**src/rtl/dvst_pkg.sv**
```systemverilog
// Shared types, codes and helpers for the deduplicating vector scan top-k block.
// Used by dvst_cell, dvst_visit_map and dedup_vector_scan_topk_unit.
`timescale 1ns / 1ps
`default_nettype none
package dvst_pkg;

  localparam int WORD_SHIFT = 5;
  localparam int WORD_MASK  = 31;

  localparam logic signed [47:0] DIST_MAX = 48'sh7FFF_FFFF_FFFF;
  localparam logic signed [47:0] DIST_MIN = 48'sh8000_0000_0000;

  typedef enum logic [1:0] {
    OP_NEW_QUERY  = 2'd0,
    OP_QUERY_COMP = 2'd1,
    OP_CAND_COMP  = 2'd2,
    OP_DRAIN      = 2'd3
  } op_t;

  typedef enum logic [1:0] {
    REG_METRIC = 2'd0,
    REG_DIMS   = 2'd1,
    REG_K      = 2'd2,
    REG_DEDUP  = 2'd3
  } reg_idx_t;

  typedef enum logic [3:0] {
    ST_IDLE,
    ST_FETCH,
    ST_ACC,
    ST_INS_SCAN,
    ST_INS_WRITE,
    ST_RESULT,
    ST_DR_SCAN,
    ST_DR_OUT
  } state_t;

  typedef struct packed {
    logic [1:0]         operation;
    logic [6:0]         dim_index;
    logic signed [15:0] value;
    logic [15:0]        vector_id;
  } in_item_t;

  typedef struct packed {
    logic [15:0]        result_id;
    logic signed [47:0] result_distance;
    logic               result_valid;
    logic               inserted;
    logic               skipped;
    logic [31:0]        skip_total;
    logic               last;
  } out_item_t;

  typedef struct packed {
    logic signed [47:0] score;
    logic [15:0]        id;
    logic               valid;
    logic               mark;
  } cell_t;

  typedef struct packed {
    logic shift;
    logic clear;
    logic load;
    logic set_mark;
    logic clr_mark;
  } cell_ctl_t;

  typedef struct packed {
    logic clear_start;
    logic rd_en;
    logic wr_en;
  } vm_ctl_t;

  function automatic logic better(input logic metric, input logic signed [47:0] a,
                                  input logic signed [47:0] b);
    return metric ? (a > b) : (a < b);
  endfunction

endpackage
`default_nettype wire

```
**src/rtl/dvst_cell.sv**
```systemverilog
// One slot of the top-k store; part of a rotating chain of cells.
// Depends on dvst_pkg.
`timescale 1ns / 1ps
`default_nettype none
module dvst_cell (
  input  wire logic               clk,
  input  wire logic               rst,
  input  wire dvst_pkg::cell_ctl_t ctl,
  input  wire dvst_pkg::cell_t    nb,
  input  wire dvst_pkg::cell_t    wd,
  output dvst_pkg::cell_t         q
);

  always_ff @(posedge clk) begin
    if (rst) begin
      q.valid <= 1'b0;
      q.mark  <= 1'b0;
    end else if (ctl.clear) begin
      q <= '0;
    end else if (ctl.shift) begin
      q <= nb;
    end else begin
      if (ctl.load) begin
        q.score <= wd.score;
        q.id    <= wd.id;
        q.valid <= 1'b1;
      end
      if (ctl.clr_mark) begin
        q.mark <= 1'b0;
      end else if (ctl.set_mark) begin
        q.mark <= 1'b1;
      end
    end
  end

endmodule
`default_nettype wire

```
**config.mk**
```make
export PLATFORM = sky130hd
export DESIGN_NAME = dvst_cell
export DESIGN_NICKNAME = d
export VERILOG_FILES = /design/src/rtl/dvst_pkg.sv /design/src/rtl/dvst_cell.sv
export SDC_FILE = /design/constraint.sdc
export NUM_CORES = 1
export LEC_CHECK = 0
export BUFFER_PORTS_ARGS = -buffer_cell sky130_fd_sc_hd__buf_4
export CELL_PAD_IN_SITES_DETAIL_PLACEMENT = 0
export CELL_PAD_IN_SITES_GLOBAL_PLACEMENT = 1
export CORE_ASPECT_RATIO = 1.25
export CORE_MARGIN = 5
export CORE_UTILIZATION = 31
export DETAILED_ROUTE_END_ITERATION = 8
export HOLD_SLACK_MARGIN = 0.1
export PLACE_DENSITY_LB_ADDON = 0.1
export SETUP_SLACK_MARGIN = 0.4
export SYNTH_ARGS = -nofsm -noshare
export SYNTH_HDL_FRONTEND = slang
export SYNTH_SLANG_ARGS = --single-unit
```
**constraint.sdc**
```tcl
create_clock -name clk -period 5.24 [get_ports clk]
set_input_delay 1.31 -clock clk [delete_from_list [all_inputs] [get_ports clk]]
set_output_delay 1.31 -clock clk [all_outputs]
set_load 0.02 [all_outputs]
```
==> summary.md <==
| Metric | Value |
|---|---|
| Post-Syn Area per Cell | `13.8 sq um` |
| Yosys top cell area share | `0.638` |
| FMAX | `0.366 GHz` |
| Post-Route WL | `8420 microns` |
| Sink Count | `66` |
| Die X | `98.2 microns` |
| Hpwl dp | `6290 microns` |
| Total CTS buffers | `9` |
| Element type at the critical path end | `flip-flop` |
| Worst vdd ir | `0.136 mV` |
| Cell variety after synth | `15` |
| Max Cap Violations | `0` |
| Drt wl/cell | `15.3 microns` |
| PwrDens | `306 nW/um^2` |
| Cts repair resizes | `0` |
| Die area | `11800 sq um` |
| TritonCTS clock tree | `built` |
| Ratio of final minimum period to clock period | `0.521` |
| Filler cell count | `907` |
| DRC violations left | `0` |
| CTS clock-pin slew for the worst setup and hold paths | `0.05 ns` |
| Core Util, Final | `0.510` |
| CP max FO | `37` |
| Clk Latency, worst-skew pair | `0.31 ns` |
| H-Tree Depth | `3` |
| Post-synth top area cell | `edfxtp_1` |
| Ant. Diodes | `0` |
| Syn_nets | `357` |
| Critical Path AT | `2.77 ns` |
| Rows | `40` |
| Switch Pwr | `357 uW` |
| Starting Density | `0.315` |
| Sw Ratio | `0.239` |
| Clk_skew | `0 ns` |
| Final instance area | `4880 sq um` |
| Pre-CTS WS | `2.14 ns` |
| Synth Cell Area | `3010 sq um` |
| Leak Pwr | `0.00225 uW` |
| Least-Margin Pin Slew | `0.713 ns` |
| PortBufs | `202` |
| CP Class | `input port to flip-flop` |
| Layout cell share with drive strength beyond 1 | `0.517` |
| Internal Pwr Total | `1140 uW` |
| Hold Fails Final Rpt | `0` |
| Post-CTS setup buffers | `0` |
| Vias in the first global route | `2583` |
| Dominant cells by area after synthesis | `edfxtp_1 64%, mux2i_1 21%, nor2_1 8.2%, dfxtp_1 1.3%, buf_4 1.2%` |
| Initial antenna violation count | `0` |
| Final net count | `558` |
| Final hold slack | `0.593 ns` |
| Most common cell after layout, fill and taps aside | `buf_4` |
| WP data required | `5.28 ns` |
| Sequential fraction of design power | `0.434` |
| Most frequent cells in the layout | `205 x buf_4, 65 x nor2_1, 64 x mux2i_1, 64 x edfxtp_1, 9 x clkbuf_16` |
| Post-route ant nets | `0` |
| HP Class | `flip-flop to flip-flop` |
| Vias | `2416` |
| Tmin final | `2.73 ns` |
| RePlAce Congestion | `0.726` |
| Root Driver | `clkbuf_16` |
| Synth Register Bits | `66` |
| Gr ovfl total | `0` |
| Clock buffer depth | `2` |
| Core area | `9560 sq um` |
| Setup TNS Final | `0 ns` |
| Pin count of the biggest net entering global routing | `68` |
| Top reg by flops | `q` |
| GR Util All Layers | `0.142` |
| Clock Power Share | `0.364` |
| Largest registers | `q (66)` |
| Status | `completed` |
| Slew headroom | `0.525` |
| Number of hold buffers added after CTS | `0` |
| Die height | `120 microns` |
| Ys Warns | `0` |
| I/O pins | `205` |
| Max FFs per register | `66` |
| Area Overhead vs Synth | `61.9%` |
| Register area share after synthesis | `0.651` |
| RSZ-0062 raised after global routing | `no` |
| Dpl cell area | `4600 sq um` |
| Slew Limit Fails | `0` |
| DRT Pass-1 Iters | `4` |
| Vias per cell | `4.39` |
| Initial DRC Count | `83` |
| First-pass GRT wire length | `13000 microns` |
| Combinational Power Share | `0.202` |
| Final setup viols | `0` |
| Post-Synthesis Cells | `218` |
| CP Launch Type | `input port` |
| Setup WS post-layout | `2.51 ns` |
[cell type report]
type	count	area, sq um	area share
sequential	66	1960	0.402
timing repair buffer	205	1540	0.316
multi-input combinational	136	942	0.193
clock buffer	16	272	0.0557
tap	126	158	0.0323
inverter	1	3.75	0.000770
[worst paths after layout]
path	slack (ns)	endpoint	cells after the start	from
worst min register to register	0.59	q[0]	2	q[0]
worst max-delay path	2.51	q[22]	4	ctl[4]
worst min-delay path	0.59	q[0]	2	q[0]
worst max register to register	4.49	q[1]	2	q[1]
[through the flow]
step | instances | total power [uW]
finish | 550 | 1490
detailed placement | 534 | 968
global placement | 534 | 964
global route | 550 | 1560
floorplan | 218 | 801
CTS | 550 | 1520
[layer usage]
layer	global-route usage	up-vias	share of wire
met3	0.0560	8	0.090
met5	0	-	0
li1	-	1183	-
met1	0.144	1120	0.36
met4	0.0615	0	0.015
met2	0.257	105	0.54
[cell families (layout without fill, tap and decap cells)]
family                 after synthesis  after routing  share of synthesized area
and+or+nand+nor                     69             69                     0.0868
DFF                                 66             66                      0.651
muxes                               64             64                      0.213
buffers and inverters               16            222                     0.0382
AOI/OAI and AO/OA                    3              3                     0.0108
[synthesized netlist by cell type]
master	number
buf_6	1
inv_1	1
a2111oi_2	1
a211oi_2	1
buf_8	2
nor2_1	66
nor3_1	2
clkbuf_1	2
dfxtp_1	2
buf_4	5
buf_2	5
mux2i_1	64
o21ai_1	1
edfxtp_1	64
nand2_1	1
[power groups by stage]
stage	registers [uW]	logic (uW)	clock network, uW
floorplan	725	75.5	0
global placement	658	306	0
detailed placement	659	309	0
CTS	649	309	561
global route	653	326	584
finish	649	302	543
[critical path, cell delays in order]
cell and delay (ns):
buf_4 0.47, buf_4 0.57, mux2i_1 0.30, nor2_1 0.06
Note: power is estimated with default switching activity, not from simulation.
